[src/rtl/core/jptp_pkg.sv]
// Package for the JSON Pointer token parser.
// Holds character constants, phase and result kind codes, and the stage structs.
// No dependencies.
`default_nettype none
package jptp_pkg;

    localparam logic [7:0] CH_TILDE = 8'h7E;
    localparam logic [7:0] CH_SLASH = 8'h2F;
    localparam logic [7:0] CH_ZERO  = 8'h30;
    localparam logic [7:0] CH_ONE   = 8'h31;
    localparam logic [7:0] CH_NINE  = 8'h39;

    localparam logic [1:0] CNT_SAT = 2'd2;

    typedef enum logic [2:0] {
        PH_START = 3'b001,
        PH_TOKEN = 3'b010,
        PH_ERROR = 3'b100
    } phase_t;

    typedef enum logic [2:0] {
        KIND_BYTE  = 3'd0,
        KIND_TOKEN = 3'd1,
        KIND_LAST  = 3'd2,
        KIND_EMPTY = 3'd3,
        KIND_ERROR = 3'd4
    } kind_t;

    typedef struct packed {
        logic [7:0] symbol;
        logic       end_mark;
    } item_t;

    typedef struct packed {
        kind_t      kind;
        logic [7:0] symbol_out;
    } result_t;

    typedef struct packed {
        phase_t phase;
        logic   escape_wait;
    } status_t;

endpackage
`default_nettype wire

[src/rtl/core/json_pointer_token_parser.sv]
// JSON Pointer token parser, top level: input register, decode core, result register.
// Result passes input and result registers; 1 item per cycle unless m_tready stalls.
// Rate is set by the single combinational decode step between the two stage registers.
// Reset (aresetn low, synchronous) empties both stages and returns the parser to start.
// Depends on jptp_pkg, jptp_in_stage, jptp_core, jptp_out_stage.
`default_nettype none
module json_pointer_token_parser (
    input  wire logic       aclk,
    input  wire logic       aresetn,
    input  wire logic       s_tvalid,
    output logic            s_tready,
    input  wire logic [7:0] s_tdata,   // [7:0] symbol
    input  wire logic       s_tlast,   // end_mark
    output logic            m_tvalid,
    input  wire logic       m_tready,
    output logic [7:0]      m_tdata,   // [7:0] symbol_out
    output logic [7:0]      m_tuser    // [2:0] kind, [7:3] zero
);
    import jptp_pkg::*;

    logic    advance;
    logic    item_valid;
    item_t   item;
    logic    fire;
    logic    res_valid;
    result_t res;
    status_t status;

    assign advance = !m_tvalid || m_tready;
    assign fire    = item_valid && advance;

    jptp_in_stage u_in (
        .aclk       (aclk),
        .aresetn    (aresetn),
        .s_tvalid   (s_tvalid),
        .s_tready   (s_tready),
        .s_tdata    (s_tdata),
        .s_tlast    (s_tlast),
        .advance    (advance),
        .item_valid (item_valid),
        .item       (item)
    );

    jptp_core u_core (
        .aclk      (aclk),
        .aresetn   (aresetn),
        .fire      (fire),
        .item      (item),
        .res_valid (res_valid),
        .res       (res),
        .status    (status)
    );

    jptp_out_stage u_out (
        .aclk      (aclk),
        .aresetn   (aresetn),
        .advance   (advance),
        .res_valid (res_valid),
        .res       (res),
        .m_tvalid  (m_tvalid),
        .m_tdata   (m_tdata),
        .m_tuser   (m_tuser)
    );

    a_end_resets: assert property (@(posedge aclk) disable iff (!aresetn)
        fire && item.end_mark |=> status.phase == PH_START && !status.escape_wait)
        else $error("state not cleared after end item");

    a_end_gives_result: assert property (@(posedge aclk) disable iff (!aresetn)
        fire && item.end_mark |=> m_tvalid && m_tuser[2:0] != KIND_BYTE
                                  && m_tuser[2:0] != KIND_TOKEN)
        else $error("end item did not give a final result");

    a_nonbyte_zero: assert property (@(posedge aclk) disable iff (!aresetn)
        m_tvalid && m_tuser[2:0] != KIND_BYTE |-> m_tdata == 8'h00)
        else $error("nonzero data on a non-byte result");

    a_ready_when_empty: assert property (@(posedge aclk) disable iff (!aresetn)
        !m_tvalid |-> s_tready)
        else $error("input stalled while result register empty");

endmodule
`default_nettype wire

[src/rtl/core/jptp_in_stage.sv]
// Input register of the JSON Pointer token parser.
// Takes one transfer per cycle while the next stage advances; uses jptp_pkg.
`default_nettype none
module jptp_in_stage (
    input  wire logic            aclk,
    input  wire logic            aresetn,
    input  wire logic            s_tvalid,
    output logic                 s_tready,
    input  wire logic [7:0]      s_tdata,
    input  wire logic            s_tlast,
    input  wire logic            advance,
    output logic                 item_valid,
    output jptp_pkg::item_t      item
);
    import jptp_pkg::*;

    logic  valid_reg;
    logic  valid_next;
    item_t item_reg;

    assign s_tready   = !valid_reg || advance;
    assign valid_next = s_tready ? s_tvalid : valid_reg;

    always_ff @(posedge aclk) begin
        if (!aresetn) begin
            valid_reg <= 1'b0;
        end else begin
            valid_reg <= valid_next;
        end
    end

    always_ff @(posedge aclk) begin
        if (s_tvalid && s_tready) begin
            item_reg.symbol   <= s_tdata;
            item_reg.end_mark <= s_tlast;
        end
    end

    assign item_valid = valid_reg;
    assign item       = item_reg;

endmodule
`default_nettype wire

[src/rtl/core/jptp_core.sv]
// Parser state and per-byte decode logic of the JSON Pointer token parser.
// Updates the token state on each processed item; uses jptp_pkg.
`default_nettype none
module jptp_core (
    input  wire logic            aclk,
    input  wire logic            aresetn,
    input  wire logic            fire,
    input  wire jptp_pkg::item_t item,
    output logic                 res_valid,
    output jptp_pkg::result_t    res,
    output jptp_pkg::status_t    status
);
    import jptp_pkg::*;

    phase_t     phase_reg, phase_next;
    logic       esc_reg, esc_next;
    logic [1:0] cnt_reg, cnt_next;
    logic       fz_reg, fz_next;
    logic       dig_reg, dig_next;

    logic       token_bad;
    logic       take;
    logic [7:0] dec;

    assign token_bad = (cnt_reg == CNT_SAT) && fz_reg && dig_reg;

    always_comb begin
        phase_next     = phase_reg;
        esc_next       = esc_reg;
        cnt_next       = cnt_reg;
        fz_next        = fz_reg;
        dig_next       = dig_reg;
        res_valid      = 1'b0;
        res.kind       = KIND_BYTE;
        res.symbol_out = 8'h00;
        take           = 1'b0;
        dec            = item.symbol;

        if (fire) begin
            if (item.end_mark) begin
                res_valid = 1'b1;
                if (phase_reg == PH_START) begin
                    res.kind = KIND_EMPTY;
                end else if (phase_reg == PH_TOKEN && !esc_reg && !token_bad) begin
                    res.kind = KIND_LAST;
                end else begin
                    res.kind = KIND_ERROR;
                end
                phase_next = PH_START;
                esc_next   = 1'b0;
                cnt_next   = 2'd0;
                fz_next    = 1'b0;
                dig_next   = 1'b1;
            end else begin
                case (phase_reg)
                    PH_START: begin
                        if (item.symbol == CH_SLASH) begin
                            phase_next = PH_TOKEN;
                            esc_next   = 1'b0;
                            cnt_next   = 2'd0;
                            fz_next    = 1'b0;
                            dig_next   = 1'b1;
                        end else begin
                            phase_next = PH_ERROR;
                        end
                    end
                    PH_TOKEN: begin
                        if (esc_reg) begin
                            esc_next = 1'b0;
                            if (item.symbol == CH_ZERO) begin
                                take = 1'b1;
                                dec  = CH_TILDE;
                            end else if (item.symbol == CH_ONE) begin
                                take = 1'b1;
                                dec  = CH_SLASH;
                            end else begin
                                phase_next = PH_ERROR;
                            end
                        end else if (item.symbol == CH_TILDE) begin
                            esc_next = 1'b1;
                        end else if (item.symbol == CH_SLASH) begin
                            if (token_bad) begin
                                phase_next = PH_ERROR;
                            end else begin
                                esc_next  = 1'b0;
                                cnt_next  = 2'd0;
                                fz_next   = 1'b0;
                                dig_next  = 1'b1;
                                res_valid = 1'b1;
                                res.kind  = KIND_TOKEN;
                            end
                        end else begin
                            take = 1'b1;
                        end
                    end
                    default: begin
                    end
                endcase

                if (take) begin
                    res_valid      = 1'b1;
                    res.kind       = KIND_BYTE;
                    res.symbol_out = dec;
                    if (cnt_reg == 2'd0) begin
                        fz_next = (dec == CH_ZERO);
                    end
                    if (dec < CH_ZERO || dec > CH_NINE) begin
                        dig_next = 1'b0;
                    end
                    if (cnt_reg < CNT_SAT) begin
                        cnt_next = cnt_reg + 2'd1;
                    end
                end
            end
        end
    end

    always_ff @(posedge aclk) begin
        if (!aresetn) begin
            phase_reg <= PH_START;
            esc_reg   <= 1'b0;
            cnt_reg   <= 2'd0;
            fz_reg    <= 1'b0;
            dig_reg   <= 1'b1;
        end else begin
            phase_reg <= phase_next;
            esc_reg   <= esc_next;
            cnt_reg   <= cnt_next;
            fz_reg    <= fz_next;
            dig_reg   <= dig_next;
        end
    end

    assign status.phase       = phase_reg;
    assign status.escape_wait = esc_reg;

endmodule
`default_nettype wire

[src/rtl/core/jptp_out_stage.sv]
// Result register of the JSON Pointer token parser.
// Holds one result transfer until taken; uses jptp_pkg.
`default_nettype none
module jptp_out_stage (
    input  wire logic              aclk,
    input  wire logic              aresetn,
    input  wire logic              advance,
    input  wire logic              res_valid,
    input  wire jptp_pkg::result_t res,
    output logic                   m_tvalid,
    output logic [7:0]             m_tdata,
    output logic [7:0]             m_tuser
);
    import jptp_pkg::*;

    logic    valid_reg;
    result_t res_reg;

    always_ff @(posedge aclk) begin
        if (!aresetn) begin
            valid_reg <= 1'b0;
        end else if (advance) begin
            valid_reg <= res_valid;
        end
    end

    always_ff @(posedge aclk) begin
        if (advance && res_valid) begin
            res_reg <= res;
        end
    end

    assign m_tvalid = valid_reg;
    assign m_tdata  = res_reg.symbol_out;
    assign m_tuser  = {5'b00000, res_reg.kind};

endmodule
`default_nettype wire

[config.mk]
export PLATFORM = sky130hd
export DESIGN_NAME = json_pointer_token_parser
export DESIGN_NICKNAME = d
export VERILOG_FILES = /design/src/rtl/core/jptp_pkg.sv /design/src/rtl/core/json_pointer_token_parser.sv /design/src/rtl/core/jptp_in_stage.sv /design/src/rtl/core/jptp_core.sv /design/src/rtl/core/jptp_out_stage.sv
export SDC_FILE = /design/constraint.sdc
export NUM_CORES = 1
export LEC_CHECK = 0
export BUFFER_PORTS_ARGS = -buffer_cell sky130_fd_sc_hd__buf_2
export CORE_ASPECT_RATIO = 1.2
export CORE_MARGIN = 2
export CORE_UTILIZATION = 45
export CTS_BUF_LIST = sky130_fd_sc_hd__clkbuf_4 sky130_fd_sc_hd__clkbuf_8
export DETAILED_ROUTE_END_ITERATION = 6
export GPL_TIMING_DRIVEN = 0
export PLACE_DENSITY = 0.77
export SLEW_MARGIN = 20
export SYNTH_ARGS = -nofsm -noshare
export SYNTH_HDL_FRONTEND = slang
export SYNTH_HIERARCHICAL = 1
export SYNTH_SLANG_ARGS = --single-unit
[constraint.sdc]
create_clock -name aclk -period 2.01 [get_ports aclk]
set_input_delay 0.402 -clock aclk [delete_from_list [all_inputs] [get_ports aclk]]
set_output_delay 0.402 -clock aclk [all_outputs]
set_load 0.05 [all_outputs]
Word level (Yosys, flattened, before mapping)
Cells that the tools add are included.
{"block": "classes", "n_eq_ne": 14, "add_sub_neg": 1, "n_lt_le_gt_ge": 3, "n_mux": 72, "n_reduce_logical": 19, "bitwise": 2}
{"op": "two-way mux 8 bit", "n": 6}
{"op": "two-way mux 3 bit", "n": 15}
{"op": "two-way mux 1 bit", "n": 37}
{"op": "equality test 8 x 6 -> 1 bit (second input constant)", "n": 4}
{"op": "two-way mux 2 bit", "n": 8}
{"op": "two-way mux 11 bit", "n": 1}
{"op": "equality test 8 x 7 -> 1 bit (second input constant)", "n": 1}
{"op": "greater-than comparator 8 x 6 -> 1 bit (second input constant)", "n": 1}
{"op": "less-than comparator 8 x 6 -> 1 bit (second input constant)", "n": 1}
{"op": "inequality test 4 x 3 -> 1 bit (second input constant)", "n": 2}
{"op": "inequality test 4 bit (second input constant)", "n": 2}
{"op": "logical AND 1 bit", "n": 7}
{"op": "AND reduction 7 bit", "n": 1}
{"op": "one-hot mux 1 bit (2 select lines)", "n": 3}
{"op": "one-hot mux 3 bit (2 select lines)", "n": 1}
{"op": "logical NOT 1 bit", "n": 4}
{"op": "inequality test 4 x 2 -> 1 bit (second input constant)", "n": 1}
{"op": "one-hot mux 2 bit (2 select lines)", "n": 1}
{"op": "equality test 3 x 1 -> 1 bit (second input constant)", "n": 1}
{"op": "equality test 3 x 2 -> 1 bit (second input constant)", "n": 1}
{"op": "logical OR 1 bit", "n": 3}
{"op": "inequality test 3 bit (second input constant)", "n": 1}
{"op": "AND reduction 3 bit", "n": 1}
{"op": "nonzero test 3 bit", "n": 1}
{"op": "other kinds (6)", "n": 7}
{"block": "totals", "elab_cells": 122, "register_bits": 30, "input_bits": 13, "output_inout_bits": 18}

Depth between registers and ports, before layout
{"block": "logic_depth", "depth_word": 12, "ltp_mapped": 7, "depth_no_buf": 7}

Hierarchy
The synthesis kept the hierarchy.
{"mod": "jptp_core", "seq_area_each_um2": 160.2, "area_per_inst_um2": 798.3, "n_inst": 1, "cells_each": 102}
{"mod": "jptp_out_stage", "seq_area_each_um2": 350.3, "area_per_inst_um2": 415.4, "n_inst": 1, "cells_each": 21}
{"mod": "jptp_in_stage", "seq_area_each_um2": 290.3, "area_per_inst_um2": 327.8, "n_inst": 1, "cells_each": 14}
{"mod": "json_pointer_token_parser", "seq_area_each_um2": 0.0, "area_per_inst_um2": 22.5, "n_inst": 1, "cells_each": 2}

Worst setup path before layout
Ideal clock, no wire load.
{"block": "synth_path", "path_type": "register -> register", "from": "reg u_in.item_reg, in the netlist u_in/item[3]", "to": "reg u_core.fz_reg", "stages_incl_launch_ff": 6, "required_ns": 1.935, "path_slack_ns": 0.108, "setup_ns": 0.075, "n_path_buf": 0, "period_less_slack_ns": 1.902, "arrival_time_ns": 1.827, "path_cell_list": "edfxtp_1 > or3_4 > nor3_4 > a21oi_4 > or4_4 > o22ai_2"}
{"block": "synth_between", "elab_chain_cells": 11, "elab_cells_between_ends": 27, "cone_classes": "eq/ne: 5; mux: 22"}
{"item": "start, declared", "line": "jptp_in_stage.sv:19", "text": "item_t item_reg;"}
{"item": "equality test 8 x 6 -> 1 bit", "line": "jptp_core.sv:73", "text": "end else if (item.symbol == CH_ONE) begin"}
{"item": "two-way mux 8 bit", "line": "jptp_core.sv:73"}
{"item": "two-way mux 8 bit", "line": "jptp_core.sv:70", "text": "if (item.symbol == CH_ZERO) begin"}
{"item": "two-way mux 8 bit", "line": "jptp_core.sv:68", "text": "if (esc_reg) begin"}
{"item": "two-way mux 8 bit", "line": "jptp_core.sv:55", "text": "case (phase_reg)"}
{"item": "two-way mux 8 bit", "line": "jptp_core.sv:40", "text": "if (item.end_mark) begin"}
{"item": "two-way mux 8 bit", "line": "jptp_core.sv:39", "text": "if (fire) begin"}
{"item": "equality test 8 x 6 -> 1 bit", "line": "jptp_core.sv:105", "text": "fz_next = (dec == CH_ZERO);"}
{"item": "two-way mux 1 bit", "line": "jptp_core.sv:104", "text": "if (cnt_reg == 2'd0) begin"}
{"item": "two-way mux 1 bit *", "line": "jptp_core.sv:100", "text": "if (take) begin"}
{"item": "two-way mux 1 bit *", "line": "jptp_core.sv:40"}
{"item": "end signal, assigned", "line": "jptp_core.sv:129", "text": "fz_reg <= fz_next;"}
{"item": "end, declared", "line": "jptp_core.sv:18", "text": "logic fz_reg, fz_next;"}
Every way passes the cells marked *; elsewhere a longest branch is shown, timed or not. The select of a mux whose other input is x is not followed.
A chain may end at the register's enable or synchronous reset.

Worst setup path in the final report
{"block": "layout_path", "from": "reg u_core.phase_reg[2]", "to": "reg u_out.res_reg, in the netlist u_out/m_tdata[1] (enable)"}
{"block": "layout_between", "elab_chain_cells": 8, "elab_cells_between_ends": 9, "cone_classes": "eq/ne: 1; mux: 7; reduce/logical: 1"}
{"item": "start, declared", "line": "jptp_core.sv:15", "text": "phase_t phase_reg, phase_next;"}
{"item": "start signal, assigned", "line": "jptp_core.sv:126", "text": "phase_reg <= phase_next;"}
{"item": "equality test 3 x 2 -> 1 bit *", "line": "jptp_core.sv:55"}
{"item": "two-way mux 1 bit", "line": "jptp_core.sv:55"}
{"item": "two-way mux 1 bit", "line": "jptp_core.sv:40"}
{"item": "two-way mux 1 bit", "line": "jptp_core.sv:39"}
{"item": "two-way mux 1 bit *", "line": "jptp_core.sv:100"}
{"item": "two-way mux 1 bit *", "line": "jptp_core.sv:40"}
{"item": "two-way mux 1 bit *", "line": "jptp_core.sv:39"}
{"item": "via res_valid", "line": "json_pointer_token_parser.sv:25", "text": "logic res_valid;"}
{"item": "logical AND 1 bit *", "line": "jptp_out_stage.sv:28", "text": "if (advance && res_valid) begin"}
{"item": "end signal, assigned", "line": "jptp_out_stage.sv:29", "text": "res_reg <= res;"}
{"item": "end, declared", "line": "jptp_out_stage.sv:17", "text": "result_t res_reg;"}
The timed path passes the listed nets; every way through them passes the cells marked *. The select of a mux whose other input is x is not followed.

==> results.toml <==
[run_status]
outcome = "complete, no violations"

[cts]
clockBufferDepth = 2
cts_made_buffers = 5
root_buffer = "clkbuf_8"
cts.sinks = 30
cts_tree = "yes"
postCtsHoldBufs = 0
clk_pin_slew_worst_paths_ps = 60
clock_latency_ps = 270
htree_levels = 2

[power_and_ir_drop]
comb_power_share_pct = 11.8
intPower_mw = 0.9682
swShare_pct = 25.71
p_sw_mw = 0.3351
ir_drop_mv = 0.5023
pwr-share-seq_pct = 53.6
p_leak_nw = 0.6977
powerDensity_mw_per_mm2 = 692.6
p_clk_share_pct = 34.6

[route]
ant_nets = 0
route.detailed.drc = 0
wl_per_cell_um = 14.71
vias = 1260
wl_um = 3163
drt_iter0_drc = 51
drt_pass1_iterations = 4
vias_per_cell = 5.860

[yosys]
syn_area_mm2 = 0.001556
ys.warnings.count = 6
syn_inst = 138
avgSynthCellArea_um2 = 11.28

[floorplan]
core_mm2 = 0.003338
initial_core_util_pct = 46.63
fp.dieW_um = 57.69
core.rowCount = 23
die_area_mm2 = 0.003947
ioPinCount = 31
dieHeight_um = 68.43

[finish]
final_net_count = 190
final_cell_area_mm2 = 0.001882
finalCoreUtilization_pct = 56.37
syn_to_final_growth_pct = 20.90
drive_gt1_share_pct = 37.08
largest_reg_flops = 9
antenna-diode-count = 0

[global_route]
grt_pass1_wl_um = 5223
gr-total-overflow = 0
grt_start_max_net_pins = 11
grt_antenna_before_repair = 0
grt_pass1_vias = 1130
track_usage_pct = 17.74

[placed_design]
io_buffers = 25
place_area_mm2 = 0.001743
place.gp.congestion = 0.8817
dpl.hpwl_um = 2203

[setup_path]
crit_slowest_cell = "or4b_4"
start_kind = "register"
cp_data_required_time_ps = 2000
crit_type = "reg2reg"
slowest_delay_ps = 590
path_cells = "or4b_4 > nor2_4 > a21oi_1 > a21oi_2 > and2_4"
path_max_fanout = 7
cp.arrival_ps = 1940
crit_path_end_kind = "register"

[sta]
fin_skew_ps = 4.767
hold_viol = 0
setup_viol = 0
hold_slack_ps = 298.4
fin_crit_sh_pct = 97.44
slew_violations = 0
fmax_mhz = 510.6
layout_min_cycle_time_ps = 1959

[job]
maxCapViolations = 0

[worst_hold_path]
hold_class = "in2reg"
==> cells in the final DEF (no fill, tap or decap), types with 2 or more instances in the layout <==
cell type	instances
and2_1	3
nor3_1	2
a32o_1	2
conb_1	5
edfxtp_1	20
and2_4	4
and4b_1	2
a21oi_1	5
or4_1	2
a31oi_1	3
o21a_1	5
dfxtp_1	9
nor2_1	10
inv_1	3
buf_2	26
nand2b_4	2
nand2b_1	2
buf_4	7
clkbuf_8	5
o21ai_0	5
nand2_1	12
nand3_1	2
o211ai_1	3
==> critical path, delay by kind of cell, from the launching register on <==
kind,cells,cell delay (ps)
DFF,1,400
AOI/OAI and AO/OA,2,290
and+or+nand+nor,3,980
==> per-layer routing <==
layer  part of all wire [%]  track usage [%]  vias to the layer above  routed length, um
met2                     50            28.98                       67               1593
li1                       -                -                      591                  -
met3                    7.8            5.671                        8                247
met5                      0                0                        -                  0
met1                     40            21.49                      594               1259
met4                    2.0            7.849                        0                 63
==> cell type report <==
class	instances	area (um2)
Fill cell	297	1456
Sequential cell	30	802.0
Multi-Input combinational cell	103	750.7
Timing Repair Buffer	27	140.1
Clock buffer	5	68.82
Buffer	7	46.29
Tap cell	37	46.29
Clock inverter	3	16.27
Inverter	3	11.26
==> through the flow <==
stage | power [mW] | setup TNS (ps) | cells | worst slack (ps)
after global routing | 1.368 | -1.436 | 215 | -0.7245
after global placement | 0.8527 | -1044 | 204 | -73.35
after floorplan | 0.8203 | 0 | 142 | 108.2
final | 1.303 | 0 | 215 | 51.41
after CTS | 1.316 | 0 | 215 | 15.86
after detailed placement | 0.8563 | -1569 | 204 | -96.96
==> worst paths after layout <==
path                                           from          endpoint  slack [ps]  cells after the start
worst max-delay path            u_core/phase_reg[2]  u_out/m_tdata[1]          50                      5
worst min-delay path                     s_tdata[0]      u_in/item[1]         300                      1
worst max register to register  u_core/phase_reg[2]  u_out/m_tdata[1]          50                      5
worst min register to register      u_in/item_valid   u_in/item_valid         500                      2
==> power by group through the flow <==
stage	Sequential [mW]	Clock, mW	Combinational (mW)
floorplan	0.739	0	0.0815
global placement	0.711	0	0.141
detailed placement	0.713	0	0.144
CTS	0.698	0.469	0.150
global route	0.701	0.502	0.165
finish	0.699	0.451	0.154
==> what timing repair did <==
| item | CTS | global route |
|---|---|---|
| endpoints found under the setup margin | 23 | 21 |
| cloned | 1 | 0 |
| resized for setup | 4 | 5 |
| pin swaps | 2 | 1 |
| buffers inserted | 2 | 0 |
Note: power is estimated with default switching activity, not from simulation.
